File: src/bfth_pkg.sv
// Shared constants, types and command/status structs for the three-hash bloom filter.
// No dependencies; imported by every module of the block except the checker bfth_chk.
package bfth_pkg;

    // Filter geometry
    localparam int FILTER_SIZE_LOG2 = 16;
    localparam int IDX_W            = FILTER_SIZE_LOG2;
    localparam int ROW_LOG2         = 3;
    localparam int ROW_W            = 1 << ROW_LOG2;
    localparam int ROW_AW           = IDX_W - ROW_LOG2;
    localparam int ROWS             = 1 << ROW_AW;

    // Hash constants; only the low IDX_W bits ever reach an index
    localparam logic [63:0] DJB_START  = 64'd5381;
    localparam logic [63:0] SDBM_START = 64'd0;
    localparam logic [63:0] FNV_START  = 64'hcbf29ce484222325;
    localparam logic [63:0] FNV_PRIME  = 64'h00000100000001b3;

    localparam logic [IDX_W-1:0] DJB_START_IDX  = DJB_START[IDX_W-1:0];
    localparam logic [IDX_W-1:0] SDBM_START_IDX = SDBM_START[IDX_W-1:0];
    localparam logic [IDX_W-1:0] FNV_START_IDX  = FNV_START[IDX_W-1:0];
    localparam logic [IDX_W-1:0] FNV_PRIME_IDX  = FNV_PRIME[IDX_W-1:0];

    localparam logic [7:0] FOLD_BIT  = 8'h20;
    localparam logic [7:0] CHAR_NL   = 8'h0A;
    localparam logic [7:0] CHAR_NUL  = 8'h00;

    // Index select codes
    localparam logic [1:0] SEL_DJB  = 2'd0;
    localparam logic [1:0] SEL_SDBM = 2'd1;
    localparam logic [1:0] SEL_FNV  = 2'd2;

    typedef logic [IDX_W-1:0] idx_t;

    // Controller -> hash datapath
    typedef struct packed {
        logic hash_step;   // absorb the accepted byte
        logic word_end;    // accepted byte is last: latch indices, reload
    } hash_cmd_t;

    // Controller -> bit store datapath
    typedef struct packed {
        logic       clear;     // clear one row, advance sweep
        logic       rd_en;     // read row of selected index
        logic       wr_en;     // write back row with selected bit set
        logic       hit_init;  // preset the all-bits-set flag
        logic       hit_en;    // fold selected bit into the flag
        logic [1:0] sel;       // which index
    } bits_cmd_t;

    // Bit store datapath -> controller
    typedef struct packed {
        logic clear_last;  // sweep is on its final row
        logic hit;         // all bits tested so far are set
    } bits_sts_t;

endpackage

File: src/bfth_ctrl.sv
// Controller: clear sweep, byte intake, three-index lookup sequence, result register.
// Depends on bfth_pkg.
module bfth_ctrl
    import bfth_pkg::*;
(
    input  logic        clk,
    input  logic        rst_n,
    input  logic        in_valid,
    output logic        in_stall,
    input  logic        last_byte,
    input  logic        req_type,
    output logic        out_valid,
    input  logic        out_stall,
    output logic        maybe_present,
    output hash_cmd_t   hash_cmd,
    output bits_cmd_t   bits_cmd,
    input  bits_sts_t   bits_sts
);

    localparam logic [2:0] S_CLEAR = 3'd0;
    localparam logic [2:0] S_IDLE  = 3'd1;
    localparam logic [2:0] S_RD    = 3'd2;
    localparam logic [2:0] S_USE   = 3'd3;
    localparam logic [2:0] S_DONE  = 3'd4;

    logic [2:0] state_reg, state_next;
    logic [1:0] sel_reg, sel_next;
    logic       check_reg, check_next;
    logic       out_valid_reg, out_valid_next;
    logic       present_reg, present_next;
    logic       accept;

    always_comb
    begin
        state_next     = state_reg;
        sel_next       = sel_reg;
        check_next     = check_reg;
        out_valid_next = out_valid_reg && out_stall;
        present_next   = present_reg;
        in_stall       = 1'b1;
        accept         = 1'b0;
        hash_cmd       = '0;
        bits_cmd       = '0;
        bits_cmd.sel   = sel_reg;

        case (state_reg)
            S_CLEAR:
            begin
                bits_cmd.clear = 1'b1;
                if (bits_sts.clear_last)
                    state_next = S_IDLE;
            end
            S_IDLE:
            begin
                in_stall           = 1'b0;
                accept             = in_valid;
                hash_cmd.hash_step = accept;
                hash_cmd.word_end  = accept && last_byte;
                if (accept && last_byte)
                begin
                    bits_cmd.hit_init = 1'b1;
                    check_next        = req_type;
                    sel_next          = SEL_DJB;
                    state_next        = S_RD;
                end
            end
            S_RD:
            begin
                bits_cmd.rd_en = 1'b1;
                state_next     = S_USE;
            end
            S_USE:
            begin
                bits_cmd.hit_en = check_reg;
                bits_cmd.wr_en  = !check_reg;
                if (sel_reg == SEL_FNV)
                    state_next = check_reg ? S_DONE : S_IDLE;
                else
                begin
                    sel_next   = sel_reg + 2'd1;
                    state_next = S_RD;
                end
            end
            S_DONE:
            begin
                // wait for the result register to free up
                if (!out_valid_reg || !out_stall)
                begin
                    out_valid_next = 1'b1;
                    present_next   = bits_sts.hit;
                    state_next     = S_IDLE;
                end
            end
            default:
            begin
                state_next = S_IDLE;
            end
        endcase
    end

    always_ff @(posedge clk or negedge rst_n)
    begin
        if (!rst_n)
        begin
            state_reg     <= S_CLEAR;
            sel_reg       <= SEL_DJB;
            check_reg     <= 1'b0;
            out_valid_reg <= 1'b0;
        end
        else
        begin
            state_reg     <= state_next;
            sel_reg       <= sel_next;
            check_reg     <= check_next;
            out_valid_reg <= out_valid_next;
        end
    end

    always_ff @(posedge clk)
    begin
        present_reg <= present_next;
    end

    assign out_valid     = out_valid_reg;
    assign maybe_present = present_reg;

endmodule

File: config.mk
export PLATFORM = sky130hd
export DESIGN_NAME = bfth_ctrl
export DESIGN_NICKNAME = d
export VERILOG_FILES = /design/src/bfth_pkg.sv /design/src/bfth_ctrl.sv
export SDC_FILE = /design/constraint.sdc
export NUM_CORES = 1
export LEC_CHECK = 0
export BUFFER_PORTS_ARGS = -buffer_cell sky130_fd_sc_hd__clkbuf_2
export CAP_MARGIN = 20
export CORE_AREA = 2 2 39 41
export DETAILED_ROUTE_END_ITERATION = 12
export DIE_AREA = 0 0 41 43
export GPL_ROUTABILITY_DRIVEN = 0
export PLACE_DENSITY = 0.69
export SETUP_SLACK_MARGIN = 0.4
export SLEW_MARGIN = 40
export SYNTH_ARGS = -nofsm -noshare
export SYNTH_HDL_FRONTEND = slang
export SYNTH_SLANG_ARGS = --single-unit
File: constraint.sdc
create_clock -name clk -period 3 [get_ports clk]
set_input_delay 0.6 -clock clk [delete_from_list [all_inputs] [get_ports clk]]
set_output_delay 0.6 -clock clk [all_outputs]
set_load 0.01 [all_outputs]
# Word level (Yosys, flattened, before mapping)
# Index checks and enable logic that the tools add are counted.
[totals]
regBits = 8
input_bits = 8
elab_cells = 46
out_inout_bits = 12
[classes]
n_reduce_logical = 12
eq_ne = 9
n_mux = 19
n_addsub = 1
[ops]
columns = ["operator", "count"]
rows = [
  ["two-way mux 3 bit", 5],
  ["one-hot mux 3 bit (5 select lines)", 1],
  ["two-way mux 1 bit", 9],
  ["!= test 2 bit, second input constant", 4],
  ["== test 3 x 2 -> 1 bit, second input constant", 2],
  ["two-way mux 2 bit", 3],
  ["AND reduction 3 bit", 2],
  ["one-hot mux 2 bit (2 select lines)", 1],
  ["AND reduction 2 bit", 2],
  ["== test 3 x 1 -> 1 bit, second input constant", 1],
  ["== test 3 bit, second input constant", 1],
  ["logical NOT 1 bit", 3],
  ["logical NOT 3 bit", 1],
  ["adder 2 x 1 -> 2 bit, second input constant", 1],
  ["== test 2 bit, second input constant", 1],
  ["logical AND 1 bit", 2],
  ["nonzero test 2 bit", 1],
  ["logical OR 1 bit", 1],
]

# Depth between registers and ports, before layout
# Gate-level depths: netlist of run 1.
[depth]
depth_word = 4
mapped_depth = 5
ltp_nobuf = 5

# Least setup slack after synthesis of run 1
# No wires, ideal clock.
[synth_timing]
path_type = "input -> output"
start = "input port in_valid"
end = "output port hash_cmd[0] (netlist bit)"
t_arrival_ns = 1.155
n_path_buf = 1
t_required_ns = 2.400
path_slack_ns = 1.245
stages = 3
cell_sequence = "nand3_1 > nor3_2 > buf_4"
[synth_lines]
columns = ["element", "line_no", "text"]
rows = [
  ["start: declaration", "bfth_ctrl.sv:8", "input logic in_valid,"],
  ["end: declaration", "bfth_ctrl.sv:15", "output hash_cmd_t hash_cmd,"],
]

==> impl_results.md, run 1 <==
- Status: completed
- FP Rows: 14
- Die width: between 40 and 50 um
- Post-synthesis compound-gate area fraction: a little under an eighth
- Worst Path Required: about 2400 ps
- Syn Area/Cell: about 10 um2
- Syn_nets: 55
- Slew @ Worst Pin: 349 ps
- Worst path arrival time: 1420 ps
- Die Y: 43 um
- Top-Level Pins: 20
- Leading cell type in the layout, fill and taps excluded: clkbuf_2
- Htree depth: 1
- Largest net degree at the start of global routing: 14
- Slowest stage cell, crit path: dfrtp_1
- Clk sinks: 8
- Worst-Skew Late Latency: 250 ps
- Count of final max-slew check failures: 0
- Max Root-Sink Buffers: 2
- Overflow after GRT: 0
- Max rail drop VDD: 0.383 mV
- Post-CTS Setup Repair Bufs: 0
- Worst-path clk slew: approximately 60 ps
- Reg2reg path depth: 3
- Post-Synthesis Cell Area: 458 um2
- Layout Nets: 75
- WL per Instance: 10.7 um
- Fin. Hold Viols: 0
- Root buffer cell: clkbuf_4
- Multi-input gate area: 218 um2
- Number of global-route vias before repair: 334
- Max incr delay on CP: approximately 540 ps
- Number of gates resized after cts: 0
- Placed insts: 76
- Max_cap viols: 0
- Syn-to-layout area delta: 24.0%
- Gr usage total: 12.3%
- Critical Path Fanout Max: 13
- Iteration-0 DRC Markers: 3
- First-pass GRT wire length: 1390 um
- Pwr dens: 930 nW/um2
- DR vias/cell: around 5
- Unrepaired setup endpoints after global routing: false
- Share of synthesized cell area in full adder, half adder and majority cells: 5.46%
- Cell variety after synth: 28
- Worst-case clock skew: 4.56 ps
- Crit-path cells: nand3_1 -> nor3_2 -> clkbuf_2
- Port bufs: 19
- Routed Antenna Nets: 0
- Filler cells: 146
- Fmax: approximately 0.50 GHz
- Initial antenna violation count: 0
- Crit. path cell count: 3
- Max-Slew Margin vs Limit: approximately three quarters
- Static leakage: 0.296 nW
- Initial Util: 33.1%
- Cells after Synth: 45
- Largest family of logic cells by synthesized area: simple AND/OR/NAND/NOR gates
- Die area: approximately 1800 um2
- CTS buffer count: 3
- Xor and xnor area share after synthesis: 0%
- Core ar.: 1380 um2
- Synth Register Bits: 8
- Synth warn: 0
- Drt drc: 0
- Sum Neg Setup Slack: 0 ps
- Crit path buf inv count: 1
- Clock period minus final worst setup slack: 2020 ps
- Critical path class: register to output port
- Max reg flops: 3
- Most frequent cells in the layout: clkbuf_2 (19), dfrtp_1 (7), nand2_1 (5)
- CTS tree: yes
- DR pass1 iterations: 2
- Crit end category: output port
- Final WL: 859 um
- # diodes: 0
- Simple-gate share of the synthesized area: roughly 28%
- Post-route insts no fill: 80
- Multiplexer share of the synthesized area: 2.46%
- Critical Path Source Type: register
- Seq/Total Area, Yosys: about 45%
- Top delay family on crit path: flip-flops
- Min-delay worst type: input port to asynchronous set/reset pin
- Hold slack: 173 ps
- Routed via count: 396
- Layout cell share with drive strength beyond 1: 39.1%
- Post-route clock period utilization: about two thirds
- Final setup vio count: 0
- FF+latch area: 205 um2
- Hold_buf cts: 0
==> worst reg2reg max path: cells and delay by family (launching register included) <==
kind	cells	cell delay, ps
and+or+nand+nor	2	440
muxes	1	350
DFF	1	540
==> area by class of cell <==
type,count,share of cell area [%]
well taps,16,3.52
repair buffers,19,16.7
inverters,1,0.661
clock buffers,4,4.63
multi-input cells,32,38.3
flip-flops and latches,8,36.1
==> metrics by stage <==
stage                     area (um2)  util (%)  worst slack, ps  total power [mW]
after floorplan                  458         -             1250             0.382
after global placement           542      39.2             1150             0.441
after detailed placement         542      39.2             1120             0.447
after CTS                        568      41.0              955             0.538
after global routing             568      41.0              847             0.591
final                            568      41.0              981             0.528
==> logic make-up after synthesis <==
logic type	Yosys count
and+or+nand+nor	21
AOI/OAI and AO/OA	8
buffers and inverters	5
DFF	8
adders and majority gates	2
muxes	1
==> metal layers <==
metal	part of all wire, %	track usage, %
met4	0.81	10.0
met5	0	0
met1	47	15.7
met3	7.7	4.71
met2	44	15.6
==> Yosys cell counts <==
cell type	count	area share (%)
and3_1	2	2.7
mux2_1	1	2.5
and3b_1	1	1.9
o21ai_1	1	1.1
o311ai_1	1	1.9
nand2_1	5	4.1
nor3_2	1	2.2
dfrtp_1	7	38
nor4b_1	1	1.9
nand4bb_1	1	2.5
nor2_1	2	1.6
nor2_2	1	1.4
nand3_1	1	1.1
o22ai_1	1	1.4
buf_4	2	3.3
ha_1	2	5.5
nor2b_1	2	2.7
a31oi_1	1	1.4
buf_2	1	1.1
a21o_1	1	1.6
nor3_1	2	2.2
a21oi_1	2	2.2
buf_6	1	2.5
a311oi_1	1	1.9
nor4_1	1	1.4
or3b_4	1	2.5
inv_1	1	0.82
edfxtp_1	1	6.6
==> path summary, 6_finish.rpt <==
path / startpoint / end / slack [ps]
setup / recovery: state_reg[0] / hash_cmd[0] / 980
hold / removal: rst_n / state_reg[0] / 170
setup reg to reg: state_reg[0] / check_reg / 1550
hold reg to reg: sel_reg[0] / sel_reg[0] / 510
max in group asynchronous: rst_n / check_reg / 2660
min in group clk: sel_reg[0] / sel_reg[0] / 510
==> power by group <==
group          internal (mW)  switching (mW)
sequential             0.148          0.0670
clock                 0.0509          0.0371
combinational          0.112           0.114
Power figures use the tool's default switching activity.
==> inputs of run 2 (changes only) <==
ABC_AREA = 1   (was default)
PLACE_DENSITY = 0.71   (was 0.69)
clock period = 2.05 ns   (was 3 ns; I/O delays follow)
==> impl_results.md, run 2 <==
- Status: completed
- Slowest stage cell, crit path: dfrtp_2
- Multiplexer share of the synthesized area: 0%
- EDFF count, synth: 1
- Routed Antenna Nets: 0
- Max-Slew Margin vs Limit: 85.4%
- Number of global-route vias before repair: 417
- Pwr dens: 1350 nW/um2
- Max Root-Sink Buffers: 2
- Xor and xnor area share after synthesis: 0%
- Synth Register Bits: 8
- Clk pwr share: about 15%
- Post-synth top area share: 36.2%
- Crit-path cells: inv_2 -> nor2_4 -> nand3_2 -> clkinv_2 -> clkbuf_2
- Combinational share of power: 53.4%
- CTS tree: yes
- Critical Path Fanout Max: 5
- DR vias/cell: 4.79
- Post-route clock period utilization: 80.3%
- Gr usage total: 13.7%
- # diodes: 0
- Most frequent cells in the layout: clkbuf_2 (18), inv_1 (10), nand2_1 (9)
- Worst-Skew Late Latency: 260 ps
- Max incr delay on CP: about 410 ps
- Hold slack: 326 ps
- Max reg flops: 3
- First-pass GRT wire length: around 1600 um
- Crit path buf inv count: 3
- Critical path class: register to output port
- CTS buffer count: 3
- Largest family of logic cells by synthesized area: simple AND/OR/NAND/NOR gates
- Internal: 499 uW
- Leading cell type in the layout, fill and taps excluded: clkbuf_2
- Iteration-0 DRC Markers: 10
- Max_cap viols: 0
- Port bufs: 19
- Post-Synthesis Cell Area: 484 um2
- Max rail drop VDD: 0.543 mV
- Top post-synthesis cells by area: dfrtp_1 (36%), inv_1 (8.5%), nand2_1 (7.8%), nand3_1 (7.2%), edfxtp_1 (6.2%)
- Fin. Hold Viols: 0
- Die width: 41 um
- Htree depth: 1
- Layout Nets: 100
- Syn_nets: 72
- Sequential share of power: 31.9%
- DR pass1 iterations: 4
- Cells after Synth: 62
- Critical Path Source Type: register
- Share of synthesized cell area in full adder, half adder and majority cells: under 10%
- Layout cell share with drive strength beyond 1: ~45%
- Sum Neg Setup Slack: 0 ps
- Clock period minus final worst setup slack: 1650 ps
- Clk sinks: 8
- Filler cells: 145
- Crit end category: output port
- Count of final max-slew check failures: 0
- Crit. path cell count: 5
- Syn Area/Cell: 7.81 um2
- Root buffer cell: clkbuf_4
- Post-synthesis compound-gate area fraction: 4.91%
- Core ar.: 1380 um2
- Largest net degree at the start of global routing: 9
- Switching power: 401 uW
- Prevailing post-synth register cell: dfrtp_1
- Fmax: 0.607 GHz
- Worst-case clock skew: between 5 and 6 ps
- WL per Instance: approximately 11 um
- Initial antenna violation count: 0
- Top post-synthesis cells by count: inv_1 (11), nand2_1 (10), dfrtp_1 (7), nand3_1 (7), nor2_1 (7)
- Worst Hold Path Cells: 1
- Seq/Total Area, Yosys: 42.4%
- Synth warn: 0
- Unrepaired setup endpoints after global routing: true
- Slew @ Worst Pin: 219 ps
- Top delay family on crit path: flip-flops
- Placed wire-length estimate: 790 um
- Worst Path Required: 1640 ps
- Cell variety after synth: 20
- Drt drc: 0
- Syn-to-layout area delta: 37.5%
- Worst path arrival time: 1240 ps
- FP Rows: 14
- Die Y: 43 um
- Async set-reset flop share out of synthesis: roughly 90%
- Tot Pwr: 899 uW
- Final setup vio count: 0
- Routed via count: 503
- Overflow after GRT: 0
- Top-Level Pins: 20
- Simple-gate share of the synthesized area: 33.3%
- Sw Ratio: 44.5%
- Static leakage: 0.385 nW
- Die area: 1760 um2
- Most frequent cell after synthesis: inv_1
- Initial Util: 35.0%
- Reg2reg path depth: 3
- Worst-path clk slew: 60 ps
- Min-delay worst type: input port to register
- Cell taking the most area after synthesis: dfrtp_1
- Final WL: 1120 um
## run 2: cell count changes in the layout (fill, tap and decap cells not counted), moves of 3 or more
cell,change
nand2_2,+3
inv_1,+9
dfrtp_2,+3
buf_4,+5
nor2_1,+5
nand3_1,+6
dfrtp_1,-3
nand2_1,+4
## run 2: final timing paths
kind,start,endpoint,slack (ps)
max,state_reg[0],hash_cmd[0],400
min,bits_sts[0],maybe_present,330
max reg2reg,state_reg[1],maybe_present,850
min reg2reg,sel_reg[0],sel_reg[0],500
max in group asynchronous,rst_n,state_reg[2],1340
min in group asynchronous,rst_n,state_reg[0],520
## run 2: worst reg2reg max path, stage by stage (launching register included)
cell and delay [ps]:
dfrtp_2 450, nor2_1 220, nand2_1 120, nor2_1 130
## run 2: stage by stage
stage          setup slack (ps)  util, %  cell area [um2]  instances
2_1_floorplan               714        -              484         62
3_3_place_gp                686     42.0              581         95
3_5_place_dp                657     42.0              581         95
4_1_cts                     402     45.2              626        101
5_1_grt                     328     48.1              666        105
6_report                    403     48.1              666        105
## run 2: timing repair
item	in CTS	in global routing
hold endpoints to repair	7	0
setup endpoints to repair	4	5
setup buffers	1	4
pin swaps	0	1
hold buffers	1	0
resized for setup	1	6
## run 2: area by class of cell
| type | count | area, um2 | share of cell area (%) |
|---|---|---|---|
| multi-input cells | 39 | 218 | 32.7 |
| repair buffers | 25 | 143 | 21.4 |
| clock buffers | 4 | 26.3 | 3.95 |
| flip-flops and latches | 8 | 209 | 31.4 |
| inverters | 13 | 50.0 | 7.52 |
| well taps | 16 | 20.0 | 3.01 |
## run 2: routing by layer
| metal | GRT usage (%) | up-vias | routed length (um) |
|---|---|---|---|
| met3 | 7.85 | 4 | 57 |
| met5 | 0 | - | 0 |
| met1 | 15.4 | 238 | 476 |
| met4 | 4.00 | 0 | 36 |
| met2 | 21.3 | 13 | 546 |
| li1 | - | 248 | - |
## run 2: cells by family after synthesis
family,Yosys count
AOI/OAI and AO/OA,4
adders and majority gates,2
buffers and inverters,15
DFF,8
and+or+nand+nor,33
## run 2: power groups by stage
stage | logic [mW] | clock network (mW) | registers (mW)
floorplan | 0.297 | 0 | 0.272
global placement | 0.418 | 0 | 0.278
detailed placement | 0.420 | 0 | 0.282
CTS | 0.440 | 0.139 | 0.277
global route | 0.547 | 0.147 | 0.295
finish | 0.480 | 0.132 | 0.287
==> inputs of run 3 (changes only) <==
PLACE_DENSITY = 0.74   (was 0.71)
clock period = 1.4 ns   (was 2.05 ns; I/O delays follow)
==> impl_results.md, run 3 (synthesized netlist as in run 2, its figures left out) <==
- Unrepaired setup endpoints after global routing: true
- Multi-input gate area: 287 um2
- CTS buffer count: 3
- Slew @ Worst Pin: 191 ps
- Internal: 943 uW
- Gr usage total: 17.9%
- Initial antenna violation count: 0
- Failing checks: negative setup slack
- Clk pwr share: 11.8%
- Die area: between 1500 and 2000 um2
- Drt drc: 0
- Clk sinks: 8
- Final WS setup: -48.6 ps
- Worst-path clk slew: approximately 70 ps
- Combinational share of power: 62.6%
- Max_cap viols: 0
- Count of final max-slew check failures: 0
- Critical Path Fanout Max: 5
- Dpl ws: 144 ps
- CTS tree: yes
- Min-delay worst type: input port to register
- Max incr delay on CP: roughly 470 ps
- Layout Nets: 106
- First-pass GRT wire length: 2050 um
- # diodes: 0
- Fin. Hold Viols: 0
- Placed wire-length estimate: 816 um
- Crit end category: output port
- Port bufs: 19
- Routed via count: 530
- Hold slack: 205 ps
- Root buffer cell: clkbuf_4
- Fmax: 0.690 GHz
- FP Rows: 14
- FF+latch area: 210 um2
- Max rail drop VDD: between 0.9 and 1 mV
- Die Y: 43 um
- Switching power: around 790 uW
- Largest net degree at the start of global routing: 9
- Core ar.: 1380 um2
- Most frequent cells in the layout: inv_1 (8), clkbuf_2 (8), buf_2 (8), buf_6 (8), nand2_1 (7)
- Top-Level Pins: 20
- Static leakage: around 0.44 nW
- Crit-path cells: nor2_4 -> nand2_2 -> nor2_2 -> buf_2
- Htree depth: 1
- Iteration-0 DRC Markers: 8
- Crit path buf inv count: 1
- Die width: between 40 and 50 um
- DR vias/cell: ~4.8
- Routed Antenna Nets: 0
- DR pass1 iterations: 4
- Initial Util: 35.0%
- Max Root-Sink Buffers: 2
- Top delay family on crit path: flip-flops
- Final WL: about 1500 um
- Worst-case clock skew: between 1.5 and 2 ps
- Number of global-route vias before repair: around 500
- Critical Path Source Type: register
- WL per Instance: approximately 14 um
- Max reg flops: 3
- Final setup vio count: 6
- Max-Slew Margin vs Limit: 87.1%
- Slowest stage cell, crit path: dfrtp_2
- Overflow after GRT: 0
- Worst path arrival time: 1170 ps
- Status: finished, violations left
- Worst-Skew Late Latency: 250 ps
- Pwr dens: 2110 nW/um2
- Worst Path Required: 1120 ps
- Syn-to-layout area delta: 69.8%
- Layout cell share with drive strength beyond 1: between 60% and 70%
- Sw Ratio: 45.6%
- Sequential share of power: 25.6%
- Clock period minus final worst setup slack: 1450 ps
- Critical path class: register to output port
- Filler cells: around 130
- Post-route clock period utilization: 103%
## run 3: area by class of cell
class,instances,share of cell area [%]
Multi-Input combinational cell,39,34.9
Sequential cell,8,25.6
Clock buffer,4,3.20
Tap cell,16,2.44
Timing Repair Buffer,31,27.4
Inverter,13,6.54
## run 3: worst paths after layout
check,from,end,slack (ps),cells after the start
max,state_reg[2],hash_cmd[1],-50,4
min,bits_sts[0],maybe_present,210,1
max reg2reg,sel_reg[0],state_reg[0],180,6
min reg2reg,sel_reg[0],sel_reg[0],500,1
max in group asynchronous,rst_n,state_reg[2],810,2
min in group asynchronous,rst_n,check_reg,400,2
## run 3: per-layer routing
layer / vias to the layer above / GRT usage (%) / share of wire (%)
met4: 0 / 11.3 / 4.7
met2: 21 / 28.7 / 51
met5: - / 0 / 0
li1: 260 / - / -
met3: 8 / 4.71 / 5.5
met1: 241 / 19.4 / 38
## run 3: worst reg2reg max path, delay by kind of cell, from the launching register on
family | cells | cell delay (ps)
AO/OA/AOI/OAI | 1 | 180
adder cells (fa/ha/maj) | 1 | 200
buffers and inverters | 1 | 90
flip-flops | 1 | 440
AND/OR/NAND/NOR | 3 | 250
## run 3: stage by stage
stage | setup TNS, ps | cell area, um2 | power (mW) | instances | util (%)
finish | -166 | 822 | 1.73 | 111 | 59.4
detailed placement | 0 | 594 | 1.07 | 95 | 42.9
floorplan | 0 | 502 | 0.872 | 62 | -
global route | -647 | 822 | 1.86 | 111 | 59.4
CTS | -373 | 707 | 1.43 | 106 | 51.1
global placement | 0 | 594 | 1.05 | 95 | 42.9
## run 3: power groups by stage
stage	combinational (mW)	sequential, mW	clock (mW)
floorplan	0.470	0.401	0
global placement	0.645	0.404	0
detailed placement	0.661	0.408	0
CTS	0.817	0.410	0.205
global route	1.17	0.455	0.233
finish	1.08	0.444	0.204
## run 3: timing repair
| action | in CTS | in global routing |
|---|---|---|
| setup buffers | 6 | 5 |
| resized for setup | 10 | 30 |
| pin swaps | 4 | 8 |
| hold endpoints to repair | 7 | 0 |
| hold buffers | 1 | 0 |
| endpoints found under the setup margin | 18 | 20 |
