**config.mk**
```make
export PLATFORM = sky130hd
export DESIGN_NAME = bfth_hash
export DESIGN_NICKNAME = d
export VERILOG_FILES = /design/src/bfth_pkg.sv /design/src/bfth_hash.sv
export SDC_FILE = /design/constraint.sdc
export NUM_CORES = 1
export LEC_CHECK = 0
export ABC_AREA = 1
export BUFFER_PORTS_ARGS = -buffer_cell sky130_fd_sc_hd__buf_2
export CORE_MARGIN = 4
export CORE_UTILIZATION = 56
export CTS_CLUSTER_DIAMETER = 100
export DETAILED_ROUTE_END_ITERATION = 8
export HOLD_SLACK_MARGIN = 0.06
export MAX_ROUTING_LAYER = met4
export PLACE_DENSITY = 0.75
export SLEW_MARGIN = 20
export SYNTH_ARGS = -nofsm -noshare
export SYNTH_HDL_FRONTEND = slang
export SYNTH_SLANG_ARGS = --single-unit
```
**constraint.sdc**
```tcl
create_clock -name clk -period 3.9 [get_ports clk]
set_clock_uncertainty 0.15 [all_clocks]
set_input_delay 0.585 -clock clk [delete_from_list [all_inputs] [get_ports clk]]
set_output_delay 0.585 -clock clk [all_outputs]
set_load 0.1 [all_outputs]
```
**src/bfth_pkg.sv**
```systemverilog
// Shared constants, types and command/status structs for the three-hash bloom filter.
// No dependencies; imported by every module of the block except the checker bfth_chk.
package bfth_pkg;

    // Filter geometry
    localparam int FILTER_SIZE_LOG2 = 16;
    localparam int IDX_W            = FILTER_SIZE_LOG2;
    localparam int ROW_LOG2         = 3;
    localparam int ROW_W            = 1 << ROW_LOG2;
    localparam int ROW_AW           = IDX_W - ROW_LOG2;
    localparam int ROWS             = 1 << ROW_AW;

    // Hash constants; only the low IDX_W bits ever reach an index
    localparam logic [63:0] DJB_START  = 64'd5381;
    localparam logic [63:0] SDBM_START = 64'd0;
    localparam logic [63:0] FNV_START  = 64'hcbf29ce484222325;
    localparam logic [63:0] FNV_PRIME  = 64'h00000100000001b3;

    localparam logic [IDX_W-1:0] DJB_START_IDX  = DJB_START[IDX_W-1:0];
    localparam logic [IDX_W-1:0] SDBM_START_IDX = SDBM_START[IDX_W-1:0];
    localparam logic [IDX_W-1:0] FNV_START_IDX  = FNV_START[IDX_W-1:0];
    localparam logic [IDX_W-1:0] FNV_PRIME_IDX  = FNV_PRIME[IDX_W-1:0];

    localparam logic [7:0] FOLD_BIT  = 8'h20;
    localparam logic [7:0] CHAR_NL   = 8'h0A;
    localparam logic [7:0] CHAR_NUL  = 8'h00;

    // Index select codes
    localparam logic [1:0] SEL_DJB  = 2'd0;
    localparam logic [1:0] SEL_SDBM = 2'd1;
    localparam logic [1:0] SEL_FNV  = 2'd2;

    typedef logic [IDX_W-1:0] idx_t;

    // Controller -> hash datapath
    typedef struct packed {
        logic hash_step;   // absorb the accepted byte
        logic word_end;    // accepted byte is last: latch indices, reload
    } hash_cmd_t;

    // Controller -> bit store datapath
    typedef struct packed {
        logic       clear;     // clear one row, advance sweep
        logic       rd_en;     // read row of selected index
        logic       wr_en;     // write back row with selected bit set
        logic       hit_init;  // preset the all-bits-set flag
        logic       hit_en;    // fold selected bit into the flag
        logic [1:0] sel;       // which index
    } bits_cmd_t;

    // Bit store datapath -> controller
    typedef struct packed {
        logic clear_last;  // sweep is on its final row
        logic hit;         // all bits tested so far are set
    } bits_sts_t;

endpackage

```
**src/bfth_hash.sv**
```systemverilog
// Running djb2 / sdbm / FNV-1a hashes, kept at index width, plus latched word indices.
// Depends on bfth_pkg.
module bfth_hash
    import bfth_pkg::*;
(
    input  logic            clk,
    input  logic            rst_n,
    input  hash_cmd_t       cmd,
    input  logic [7:0]      char_byte,
    output idx_t [2:0]      word_idx
);

    idx_t djb_reg, djb_next;
    idx_t sdbm_reg, sdbm_next;
    idx_t fnv_reg, fnv_next;
    logic stop_reg, stop_next;
    idx_t [2:0] idx_reg;

    logic [IDX_W+7:0]   fold_ext;
    idx_t               b;
    logic               term;
    logic               hashing;
    idx_t               djb_new, sdbm_new, fnv_new;
    logic [2*IDX_W-1:0] fnv_prod;

    // Index bits depend only on lower bits of the 64-bit state, so
    // truncated arithmetic is exact here.
    always_comb
    begin
        fold_ext = {{IDX_W{1'b0}}, (char_byte | FOLD_BIT)};
        b        = fold_ext[IDX_W-1:0];
        term     = (char_byte == CHAR_NL) || (char_byte == CHAR_NUL);
        hashing  = !stop_reg && !term;

        djb_new  = (djb_reg << 5) + djb_reg + b;
        sdbm_new = b + (sdbm_reg << 6) + (sdbm_reg << 16) - sdbm_reg;
        fnv_prod = {{IDX_W{1'b0}}, (fnv_reg ^ b)} * {{IDX_W{1'b0}}, FNV_PRIME_IDX};
        fnv_new  = fnv_prod[IDX_W-1:0];

        djb_next  = hashing ? djb_new  : djb_reg;
        sdbm_next = hashing ? sdbm_new : sdbm_reg;
        fnv_next  = hashing ? fnv_new  : fnv_reg;
        stop_next = stop_reg || term;
    end

    always_ff @(posedge clk or negedge rst_n)
    begin
        if (!rst_n)
        begin
            djb_reg  <= DJB_START_IDX;
            sdbm_reg <= SDBM_START_IDX;
            fnv_reg  <= FNV_START_IDX;
            stop_reg <= 1'b0;
        end
        else if (cmd.hash_step)
        begin
            if (cmd.word_end)
            begin
                djb_reg  <= DJB_START_IDX;
                sdbm_reg <= SDBM_START_IDX;
                fnv_reg  <= FNV_START_IDX;
                stop_reg <= 1'b0;
            end
            else
            begin
                djb_reg  <= djb_next;
                sdbm_reg <= sdbm_next;
                fnv_reg  <= fnv_next;
                stop_reg <= stop_next;
            end
        end
    end

    always_ff @(posedge clk)
    begin
        if (cmd.hash_step && cmd.word_end)
        begin
            idx_reg[SEL_DJB]  <= djb_next;
            idx_reg[SEL_SDBM] <= sdbm_next;
            idx_reg[SEL_FNV]  <= fnv_next;
        end
    end

    assign word_idx = idx_reg;

endmodule

```
; ---- Yosys cells after proc, flatten, opt, wreduce, memory -nomap -nowiden
; Cells that the tools add are included.
; Widths: inputs -> output; s select.
[word_totals]
output_inout_bits = 48
input_bits = 12
register_bits = 97
[op_classes]
muxes = 7
n_eq_ne = 1
multipliers = 1
n_reduce_logical = 7
add_sub_neg = 4
bitwise = 1
[op_table]
columns = cell, n
row1 = $mux 16, 6
row2 = $add 16x16->16, 1
row3 = $add 16x8->16, 1
row4 = $add 8x16->16, 1
row5 = $mul 16x9->16 const B, 1
row6 = $sub 16x16->16, 1
row7 = $xor 16x8->16, 1
row8 = $eq 8x4->1 const B, 1
row9 = $logic_not 8->1, 1
row10 = $logic_and 1x1->1, 2
row11 = $logic_not 1->1, 2
row12 = $logic_or 1x1->1, 2
row13 = $mux 1, 1

; ---- Longest topological paths before layout
; Gate-level depths: netlist of run 1.
[logic_depth]
word_depth = 6
mapped_depth = 23
depth_no_buf = 23

; ---- Worst setup path before layout of run 1
; OpenSTA, ideal clock, no wires.
[synth_path]
path_type = input port to flip-flop
startpoint = input port char_byte[0]
endpoint = register idx_reg, in the netlist word_idx[47], data pin
stages = 20
n_path_buf = 0
arrival_time_ps = 3970
slack_ps = -475
cell_sequence = xnor2_1 inv_1 ha_1 xor2_1 ha_1 or2_2 fa_1 inv_1 fa_1 inv_1 ha_1 a21oi_1 nand2_1 nand2_1 nand3_1 nor2_1 inv_1 nand2_1 nand3_1 and2_1
[synth_between]
elab_chain_len = 5
[synth_lines]
columns = element, line
row1 = start: declaration, bfth_hash.sv:9  ; input logic [7:0] char_byte,
row2 = "parallel branches: the longest is 4 deep, another holds $mul 16x9->16", -
row3 = $mux 16 *, bfth_hash.sv:42  ; fnv_next = hashing ? fnv_new : fnv_reg;
row4 = net fnv_next[15], bfth_hash.sv:15  ; idx_t fnv_reg, fnv_next;
row5 = end signal: indexed assignment, bfth_hash.sv:78  ; idx_reg[SEL_DJB] <= djb_next;
row6 = end signal: indexed assignment, bfth_hash.sv:79  ; idx_reg[SEL_SDBM] <= sdbm_next;
row7 = end signal: indexed assignment, bfth_hash.sv:80  ; idx_reg[SEL_FNV] <= fnv_next;
row8 = end: declaration, bfth_hash.sv:17  ; idx_t [2:0] idx_reg;
; Mark *: on every way through the listed nets, which the timed path passes.
; A chain may end at the register's enable or synchronous reset.

; ---- Final worst setup path of run 1
[layout_path]
startpoint = register fnv_reg[6]
endpoint = register idx_reg, in the netlist word_idx[47], data pin
[layout_between]
elab_chain_len = 3
[layout_lines]
columns = element, line
row1 = start: declaration, bfth_hash.sv:15
row2 = start signal: assignment, bfth_hash.sv:68  ; fnv_reg <= fnv_next;
row3 = $xor 16x8->16, bfth_hash.sv:37  ; fnv_prod = {{IDX_W{1'b0}}, (fnv_reg ^ b)} * {{IDX_W{1'b0}}, FNV_PRIME_IDX};
row4 = $mul 16x9->16, bfth_hash.sv:37
row5 = $mux 16, bfth_hash.sv:42
row6 = net fnv_next[15], bfth_hash.sv:15
; The timed path passes the listed nets, and every way through them passes these cells.

==> results.tsv, run 1 <==
metric	value	unit
Layout Area Growth over Synthesis	21.6	%
detailed-router iteration count before antenna repair	5	
Synth Warn #	0	
ANT nets after route	0	
TritonCTS buffer count	9	
met2 GRT Util	42.7	%
Starting Density	57.6	%
Worst-Margin Slew	0.835	ns
Hold-fix buffers, CTS	0	
Die Wd	128	um
worst r2r dst	word_idx[47]	
crit path launch type	flop	
outcome	finished, violations left	
number of DRC markers in iteration 0	432	
Tcrit/Tclk final	108	%
worst-skew pair later-pin latency	0.35	ns
Slew headroom	44.4	%
Final Critical Period	4.20	ns
clk slew on worst S/H paths	0.07	ns
Clock Path Buffers	2	
crit path cell chain	xor2_2 -> ha_2 -> inv_2 -> fa_1 -> inv_1 -> fa_1 -> inv_1 -> fa_1 -> inv_2 -> ha_4 -> nand2_1 -> nor2_4 -> nand3_2 -> nor2_4 -> nor2_4 -> nand3_1 -> nand3_2 -> and2_4	
layout cells sized above 1	22.6	%
Vias	6789	
# IOs	60	
met3 Usage GRT	4.50	%
routing usage on met1	36.5	%
Top Usage Layer GRT	met2	
FMAX	0.238	GHz
GRT Total Usage	26.8	%
final number of max-transition violations	0	
WL final	20200	um
Root Driver	clkbuf_16	
Post-Syn Instances	992	
crit path to	word_idx[47]	
Seq cells post-synth	97	
max incr delay on CP	0.53	ns
Ant. Diodes	0	
CP max stage cell	fa_1	
gr ovfl total	0	
syn_nets	1132	
Synth Flop Type	edfxtp_1	
Worst EP arrival	4.16	ns
final net count	1269	
failing checks	setup timing	
mean routed wirelength per cell	15.3	um
Fillers	1107	
ys async rst share	50.5	%
vias in the first global route	6874	
GP Congestion	0.930	
# setup viols final	16	
total core area	14000	um2
Reg-to-Reg Start	fnv_reg[6]	
initial antenna violation count	0	
area of the mapped netlist	8060	um2
clk sinks	97	
pin count of the biggest net entering global routing	44	
Std-Cell Rows	43	
detailed-placement wirelength estimate	15200	um
CP max FO	3	
max FFs per register	48	
Critical Path Start	fnv_reg[6]	
TritonCTS clock tree	done	
Via density	5.17	
H-tree depth	3	
setup slack after layout	-0.300	ns
port bufs	59	
register area share after synthesis	33.3	%
Placed Instances	1288	
first-pass GRT wire length	33900	um
drt drc	0	
Cell variety after synth	40	
Worst Reg2Reg Path Length in Cells	18	
Setup TNS	-2.00	ns
die area	16400	um2
Worst Path Required	3.86	ns
Setup Crit Path Kind	reg2reg	
number of non-filler instances in the completed layout	1314	
FF-to-FF setup slack	-0.30	ns
syn_area_per_cell	8.12	um2
RSZ-0062 raised after global routing	yes	
Min-Delay Path Class	in2async	
Final Hold Vio Count	0	
EDFF count, synth	48	
CP endpoint kind	flop	
Hold Slack	0.184	ns
Max Cap Viol	0	
Die Height	128	um
[layout make-up]
cell class	count	area [um2]	share of cell area, %
clock inverter	4	33.8	0.345
timing repair buffer	145	956	9.75
inverter	214	803	8.20
clock buffer	12	258	2.63
tap	180	225	2.30
sequential	97	2680	27.4
multi-input combinational	662	4840	49.4
[metal layers]
metal | vias up | share of wire [%]
met5 | - | 0
met4 | 0 | 1.3
met3 | 26 | 5.0
met2 | 178 | 47
met1 | 3156 | 47
li1 | 3429 | -
[cells by family (layout without fill, tap and decap cells)]
family	after synthesis	after routing	share of synthesized area, %
and+or+nand+nor	375	375	19.5
buffers and inverters	233	375	11.3
AOI/OAI and AO/OA	129	129	9.25
adders and majority gates	128	128	23.4
DFF	97	97	33.3
xor gates and xnor gates	30	30	3.26
[synthesized netlist by cell type (2+ instances only)]
cell	instances	share of area [%]
xnor2_1	12	1.3
ha_1	90	14
buf_6	2	0.28
nor4_1	2	0.16
nor3_1	2	0.12
o21ai_0	37	2.3
nand3_1	65	4.0
o21bai_1	2	0.19
o21ai_1	16	0.99
buf_2	5	0.31
inv_1	211	9.8
buf_4	3	0.28
edfxtp_1	48	18
or2_0	6	0.47
and2_1	6	0.47
a21oi_2	4	0.43
dfstp_2	11	3.6
dfrtp_1	38	12
nand3b_1	4	0.37
o22ai_1	13	1.0
o21ai_2	2	0.22
a21oi_1	34	2.1
inv_2	2	0.093
fa_1	38	9.4
or2_1	3	0.23
or2_2	3	0.23
o21a_1	12	1.1
nor2_1	51	2.4
clkbuf_1	9	0.42
xor2_1	18	2.0
nand2_1	226	11
o211ai_1	4	0.37
nand4_1	6	0.47
[worst max-delay path, delay by kind of cell, from the launching register on]
family / cells / cell delay, ns
XOR/XNOR: 1 / 0.18
adder cells (fa/ha/maj): 5 / 2.14
flip-flops: 1 / 0.43
AND/OR/NAND/NOR: 8 / 0.84
buffers and inverters: 4 / 0.20
[cell usage in the layout, fill, tap and decap left out, types with 5 or more instances in the layout]
master / count
a21oi_1: 30
a21oi_2: 5
and2_1: 5
buf_2: 59
buf_4: 82
clkbuf_16: 10
dfrtp_1: 38
dfstp_2: 11
edfxtp_1: 48
fa_1: 38
ha_1: 74
ha_2: 8
ha_4: 8
inv_1: 197
inv_2: 16
nand2_1: 214
nand2_2: 10
nand3_1: 59
nand3_2: 5
nand4_1: 6
nor2_1: 45
nor2_4: 5
o21a_1: 12
o21ai_0: 32
o21ai_1: 14
o21ai_2: 9
o22ai_1: 13
or2_0: 6
xnor2_1: 9
xor2_1: 15
[stage by stage]
step,area [um2],utilization (%),setup slack [ns]
detailed placement,9160,65.5,-0.654
finish,9800,70.1,-0.300
global placement,9160,65.5,-0.602
CTS,9680,69.2,-0.281
global route,9800,70.1,-0.519
floorplan,8170,-,-0.256
[worst min path at each step]
stage	cells after the start	end	slack, ns	start
2_1_floorplan	0	djb_reg[11]	0.14	rst_n
3_3_place_gp	2	sdbm_reg[11]	0.31	sdbm_reg[11]
3_5_place_dp	2	sdbm_reg[14]	0.32	sdbm_reg[14]
4_1_cts	1	djb_reg[14]	0.20	rst_n
5_1_grt	1	djb_reg[11]	0.25	rst_n
6_report	1	djb_reg[11]	0.18	rst_n
[timing repair]
| action | 4_1_cts | 5_1_grt |
|---|---|---|
| buffers inserted | 6 | 4 |
| setup endpoints to repair | 16 | 16 |
| pin swaps | 32 | 6 |
| resized for setup | 48 | 19 |
| endpoints found under the hold margin | 0 | 0 |
Power of run 1 is not shown: default switching activity piles up to over one toggle a cycle in this logic, so the estimate is an artifact.
==> run 2: changes to the inputs <==
--- a/config.mk
+++ b/config.mk
@@ -8,12 +8,12 @@
 export ABC_AREA = 1
 export BUFFER_PORTS_ARGS = -buffer_cell sky130_fd_sc_hd__buf_2
 export CORE_MARGIN = 4
-export CORE_UTILIZATION = 56
+export CORE_UTILIZATION = 50
 export CTS_CLUSTER_DIAMETER = 100
 export DETAILED_ROUTE_END_ITERATION = 8
 export HOLD_SLACK_MARGIN = 0.06
 export MAX_ROUTING_LAYER = met4
-export PLACE_DENSITY = 0.75
+export PLACE_DENSITY = 0.68
 export SLEW_MARGIN = 20
 export SYNTH_ARGS = -nofsm -noshare
 export SYNTH_HDL_FRONTEND = slang
==> run 2 against run 1 <==
  * The flow still finishes with violations (setup timing)
  * Sequential share of layout area down 0.55 points
  * Hold slack worse by 0.020 ns
  * Critical path type unchanged
  * Global-route usage down 3.0 points
  * Final cell count up 2.9%
  * Core utilization down 6.8 points
  * Largest cell class unchanged
  * Worst setup slack better by 0.023 ns
==> results.tsv, run 2 (synthesis results as in run 1) <==
metric	value	unit	change
outcome	finished, violations left		
failing checks	setup timing		
Starting Density	50.9	%	-6.7 points
die area	18200	um2	+11%
max FFs per register	48		unchanged
clk sinks	97		unchanged
GRT Total Usage	23.8	%	-3.0 points
Root Driver	clkbuf_16		
DP Area	9210	um2	+0.55%
worst-skew pair later-pin latency	0.36	ns	about the same
Worst Path Buf+Inv	4		unchanged
final net count	1271		+0.16%
GP Congestion	0.917		-1.4%
Tcrit/Tclk final	107	%	-0.60 points
multi-input logic area	4980	um2	+2.9%
Worst-Margin Slew	0.834	ns	-0.000620 ns
number of non-filler instances in the completed layout	1352		+2.9%
Vias	6749		-0.59%
Via density	4.99		-3.4%
CP endpoint kind	flop		
layout cells sized above 1	25.3	%	+2.7 points
mean routed wirelength per cell	15.2	um	-1.1%
detailed-router iteration count before antenna repair	5		unchanged
cell family with most CP delay	adder cells		
# IOs	60		unchanged
Final Critical Period	4.18	ns	-0.0233 ns
detailed-placement wirelength estimate	15200	um	about the same
Design Area, Final	10000	um2	+2.2%
final number of max-transition violations	0		unchanged
drt drc	0		unchanged
TritonCTS buffer count	9		unchanged
first-pass GRT wire length	33000	um	-2.6%
Worst Path Required	3.87	ns	about the same
clk slew on worst S/H paths	0.08	ns	about the same
RSZ-0062 raised after global routing	yes		
cell depth of the worst setup path	19		+1
vias in the first global route	6521		-5.1%
# setup viols final	14		-2
Ant. Diodes	0		unchanged
WL final	20500	um	+1.8%
Worst Reg2Reg Path Length in Cells	19		+1
CP max FO	3		unchanged
Min-Delay Path Class	in2async		
pin count of the biggest net entering global routing	60		+36%
register cell area after layout	2680	um2	about the same
Core Util, Final	63.2	%	-6.8 points
Max Cap Viol	0		unchanged
Die Height	135	um	+5.5%
CP max stage cell	dfstp_2		
Worst EP arrival	4.14	ns	-0.02 ns
Layout Area Growth over Synthesis	24.2	%	
crit path cell chain	xor2_1 -> ha_2 -> xor2_2 -> ha_4 -> or2_4 -> fa_1 -> inv_2 -> fa_1 -> inv_2 -> ha_4 -> nand2_4 -> inv_4 -> buf_6 -> nand3_2 -> nor2_2 -> nor2_2 -> nand3_1 -> nand3_2 -> and2_4		
Setup Crit Path Kind	reg2reg		
ANT nets after route	0		unchanged
total core area	15800	um2	+13%
FMAX	0.239	GHz	+0.56%
Final Hold Vio Count	0		unchanged
Clock Path Buffers	2		unchanged
port bufs	59		unchanged
most common cell after layout, fill and taps aside	nand2_1		
commonest non-fill, non-tap cells in the layout	209 x nand2_1, 188 x inv_1, 83 x buf_4, 74 x ha_1, 59 x buf_2		
initial antenna violation count	0		unchanged
Slew headroom	44.4	%	about the same
TritonCTS clock tree	done		
setup slack after layout	-0.277	ns	+0.0233 ns
gr ovfl total	0		unchanged
max incr delay on CP	0.57	ns	+0.04 ns
number of DRC markers in iteration 0	442		+2.3%
Die Wd	135	um	+5.5%
crit path launch type	flop		
Hold-fix buffers, CTS	0		unchanged
Fillers	1360		+23%
Std-Cell Rows	46		+7.0%
Placed Instances	1323		+2.7%
H-tree depth	3		unchanged
pre-CTS setup slack	-0.642	ns	+0.0124 ns
## run 2: cell count changes in the layout (fill, tap and decap cells not counted), sizes merged
cell	change
buf	+2
clkbuf	-3
clkinvlp	+1
inv	+2
## run 2: final timing paths
kind                              start  slack [ns]      endpoint
min reg2reg                sdbm_reg[11]        0.33  sdbm_reg[11]
min in group clk           sdbm_reg[11]        0.33  sdbm_reg[11]
min                               rst_n        0.16    djb_reg[9]
max                          fnv_reg[2]       -0.28  word_idx[47]
max reg2reg                  fnv_reg[2]       -0.28  word_idx[47]
max in group asynchronous         rst_n        2.59    fnv_reg[5]
## run 2: through the flow
stage                     hold slack [ns]  setup TNS [ns]
final                               0.164           -2.74
after global routing                0.239           -5.21
after CTS                           0.191           -2.73
after detailed placement            0.323           -8.53
after global placement              0.314           -8.02
after floorplan                     0.139           -1.07
## run 2: final cells by class
class	instances	share of cell area (%)
well taps	216	2.70
inverters	214	8.07
flip-flops and latches	97	26.8
repair buffers	147	9.82
multi-input cells	662	49.8
clock buffers	9	2.25
clock inverters	7	0.587
## run 2: metal layers
layer	vias to the layer above	routed length (um)	GRT usage, %	share of wire, %
met2	178	9820	38.4	48
met4	0	276	6.10	1.3
met1	3125	9350	31.9	46
li1	3427	-	-	-
met5	-	0	-	0
met3	19	1080	3.24	5.3
## run 2: what timing repair did
item                                    in CTS  in global routing
endpoints found under the setup margin      16                 19
gates resized for setup                     53                 52
setup buffers                                8                  6
pin swaps                                   43                 43
## run 2: worst reg2reg max path, delay by kind of cell, from the launching register on
family / cells / cell delay, ns
and+or+nand+nor: 8 / 0.84
buffers and inverters: 4 / 0.23
xor gates and xnor gates: 2 / 0.34
adders and majority gates: 5 / 1.80
DFF: 1 / 0.57
Power of run 2 is left out for the same reason.
==> run 3: changes to the inputs <==
--- a/config.mk
+++ b/config.mk
@@ -6,6 +6,7 @@
 export NUM_CORES = 1
 export LEC_CHECK = 0
 export ABC_AREA = 1
+export ABC_CLOCK_PERIOD_IN_PS = 3900
 export BUFFER_PORTS_ARGS = -buffer_cell sky130_fd_sc_hd__buf_2
 export CORE_MARGIN = 4
 export CORE_UTILIZATION = 50
@@ -18,3 +19,4 @@
 export SYNTH_ARGS = -nofsm -noshare
 export SYNTH_HDL_FRONTEND = slang
 export SYNTH_SLANG_ARGS = --single-unit
+export TNS_END_PERCENT = 5
==> run 3 against run 2 <==
  * The run still ends with setup timing left
  * Core utilization fell by 1.5 points
  * Register-to-register slack got worse by 0.03 ns
  * Die area is the same
  * Highest routed layer unchanged
==> results.tsv, run 3 (synthesis results as in run 1) <==
metric	value	unit	change
final number of max-transition violations	0		unchanged
ANT nets after route	0		unchanged
port bufs	59		unchanged
detailed-router iteration count before antenna repair	5		unchanged
number of DRC markers in iteration 0	386		-13%
Tcrit/Tclk final	108	%	+0.70 points
Fillers	1359		-0.074%
mean routed wirelength per cell	14.8	um	-2.7%
WL final	19800	um	-3.3%
CP max FO	4		+1
Clock Path Buffers	2		unchanged
multi-input logic area	4810	um2	-3.4%
Worst Path Required	3.86	ns	about the same
Setup Crit Path Kind	reg2reg		
Min-Delay Path Class	in2async		
worst-skew pair later-pin latency	0.36	ns	about the same
Slew headroom	45.8	%	+1.4 points
Via density	4.98		-0.30%
pin count of the biggest net entering global routing	50		-17%
Std-Cell Rows	46		unchanged
CP endpoint kind	flop		
Worst-Margin Slew	0.812	ns	-0.0216 ns
Die Wd	135	um	unchanged
die area	18200	um2	unchanged
GP Congestion	0.926		+1.0%
Final Critical Period	4.20	ns	+0.0272 ns
Die Height	135	um	unchanged
crit path launch type	flop		
commonest non-fill, non-tap cells in the layout	221 x nand2_1, 199 x inv_1, 78 x buf_4, 77 x ha_1		
RSZ-0062 raised after global routing	yes		
Final Hold Vio Count	0		unchanged
Hold-fix buffers, CTS	0		unchanged
total core area	15800	um2	unchanged
DP Area	9180	um2	-0.31%
Root Driver	clkbuf_16		
Layout Area Growth over Synthesis	21.2	%	
first-pass GRT wire length	32500	um	-1.4%
Starting Density	50.9	%	unchanged
max FFs per register	48		unchanged
final net count	1262		-0.71%
drt drc	0		unchanged
# IOs	60		unchanged
clk sinks	97		unchanged
vias in the first global route	6477		-0.67%
H-tree depth	3		unchanged
Ant. Diodes	0		unchanged
Worst EP arrival	4.16	ns	+0.02 ns
Setup TNS	-2.34	ns	+0.399 ns
initial antenna violation count	0		unchanged
Design Area, Final	9770	um2	-2.5%
FMAX	0.238	GHz	-0.65%
outcome	finished, violations left		
setup slack after layout	-0.304	ns	-0.0272 ns
TritonCTS clock tree	done		
GRT Total Usage	23.3	%	-0.43 points
Vias	6684		-0.96%
most common cell after layout, fill and taps aside	nand2_1		
detailed-placement wirelength estimate	15000	um	-1.4%
gr ovfl total	0		unchanged
register cell area after layout	2680	um2	unchanged
TritonCTS buffer count	9		unchanged
Max Cap Viol	0		unchanged
clk slew on worst S/H paths	0.07	ns	about the same
layout cells sized above 1	21.2	%	-4.1 points
# setup viols final	12		-2
failing checks	setup timing		
[run 3: cell count changes in the layout (fill, tap and decap cells not counted), sizes merged]
cell and delta:
inv -1, clkinv +1, buf -9
[run 3: cell type report]
cell class                      instances  area share [%]
Sequential cell                        97            27.5
Clock buffer                            9            2.31
Clock inverter                          7           0.743
Inverter                              214            8.23
Tap cell                              216            2.77
Timing Repair Buffer                  138            9.22
Multi-Input combinational cell        662            49.3
[run 3: path summary, 6_finish.rpt]
path	from	endpoint	slack, ns	cells past startpoint
min in group clk	sdbm_reg[14]	sdbm_reg[14]	0.34	2
min	rst_n	djb_reg[13]	0.16	1
max in group asynchronous	rst_n	fnv_reg[13]	2.59	2
max	fnv_reg[2]	word_idx[47]	-0.30	21
max reg2reg	fnv_reg[2]	word_idx[47]	-0.30	21
min reg2reg	sdbm_reg[14]	sdbm_reg[14]	0.34	2
[run 3: worst max-delay path, stage by stage, from the launching register on]
cell and delay (ns):
dfstp_2 0.57, xor2_1 0.15, ha_1 0.28, xor2_2 0.17
ha_1 0.17, or2_2 0.30, fa_1 0.50, inv_1 0.05
fa_1 0.51, inv_2 0.04, ha_4 0.23, nand2_2 0.07
inv_2 0.04, nand2_1 0.05, nand2_1 0.05, nand2_1 0.06
nand3_1 0.07, nor2_2 0.14, inv_1 0.06, nand2_1 0.07
nand3_2 0.07, and2_4 0.14
[run 3: layer usage]
metal | global-route usage [%] | part of all wire [%] | up-vias
li1 | - | - | 3424
met1 | 33.4 | 49 | 3130
met2 | 35.9 | 46 | 116
met3 | 2.68 | 3.6 | 14
met4 | 5.60 | 1.1 | 0
met5 | - | 0 | -
[run 3: stage by stage]
step / worst slack, ns / util (%) / cells / hold slack [ns]
2_1_floorplan: -0.256 / - / 992 / 0.139
3_3_place_gp: -0.656 / 58.0 / 1324 / 0.316
3_5_place_dp: -0.638 / 58.0 / 1324 / 0.318
4_1_cts: -0.301 / 60.5 / 1341 / 0.187
5_1_grt: -0.508 / 61.7 / 1343 / 0.209
6_report: -0.304 / 61.7 / 1343 / 0.158
[run 3: what timing repair did]
action / CTS / global route
buffers inserted: 1 / 2
setup endpoints to repair: 16 / 20
gates resized for setup: 26 / 37
pin swaps: 8 / 23
Power of run 3 is left out for the same reason.
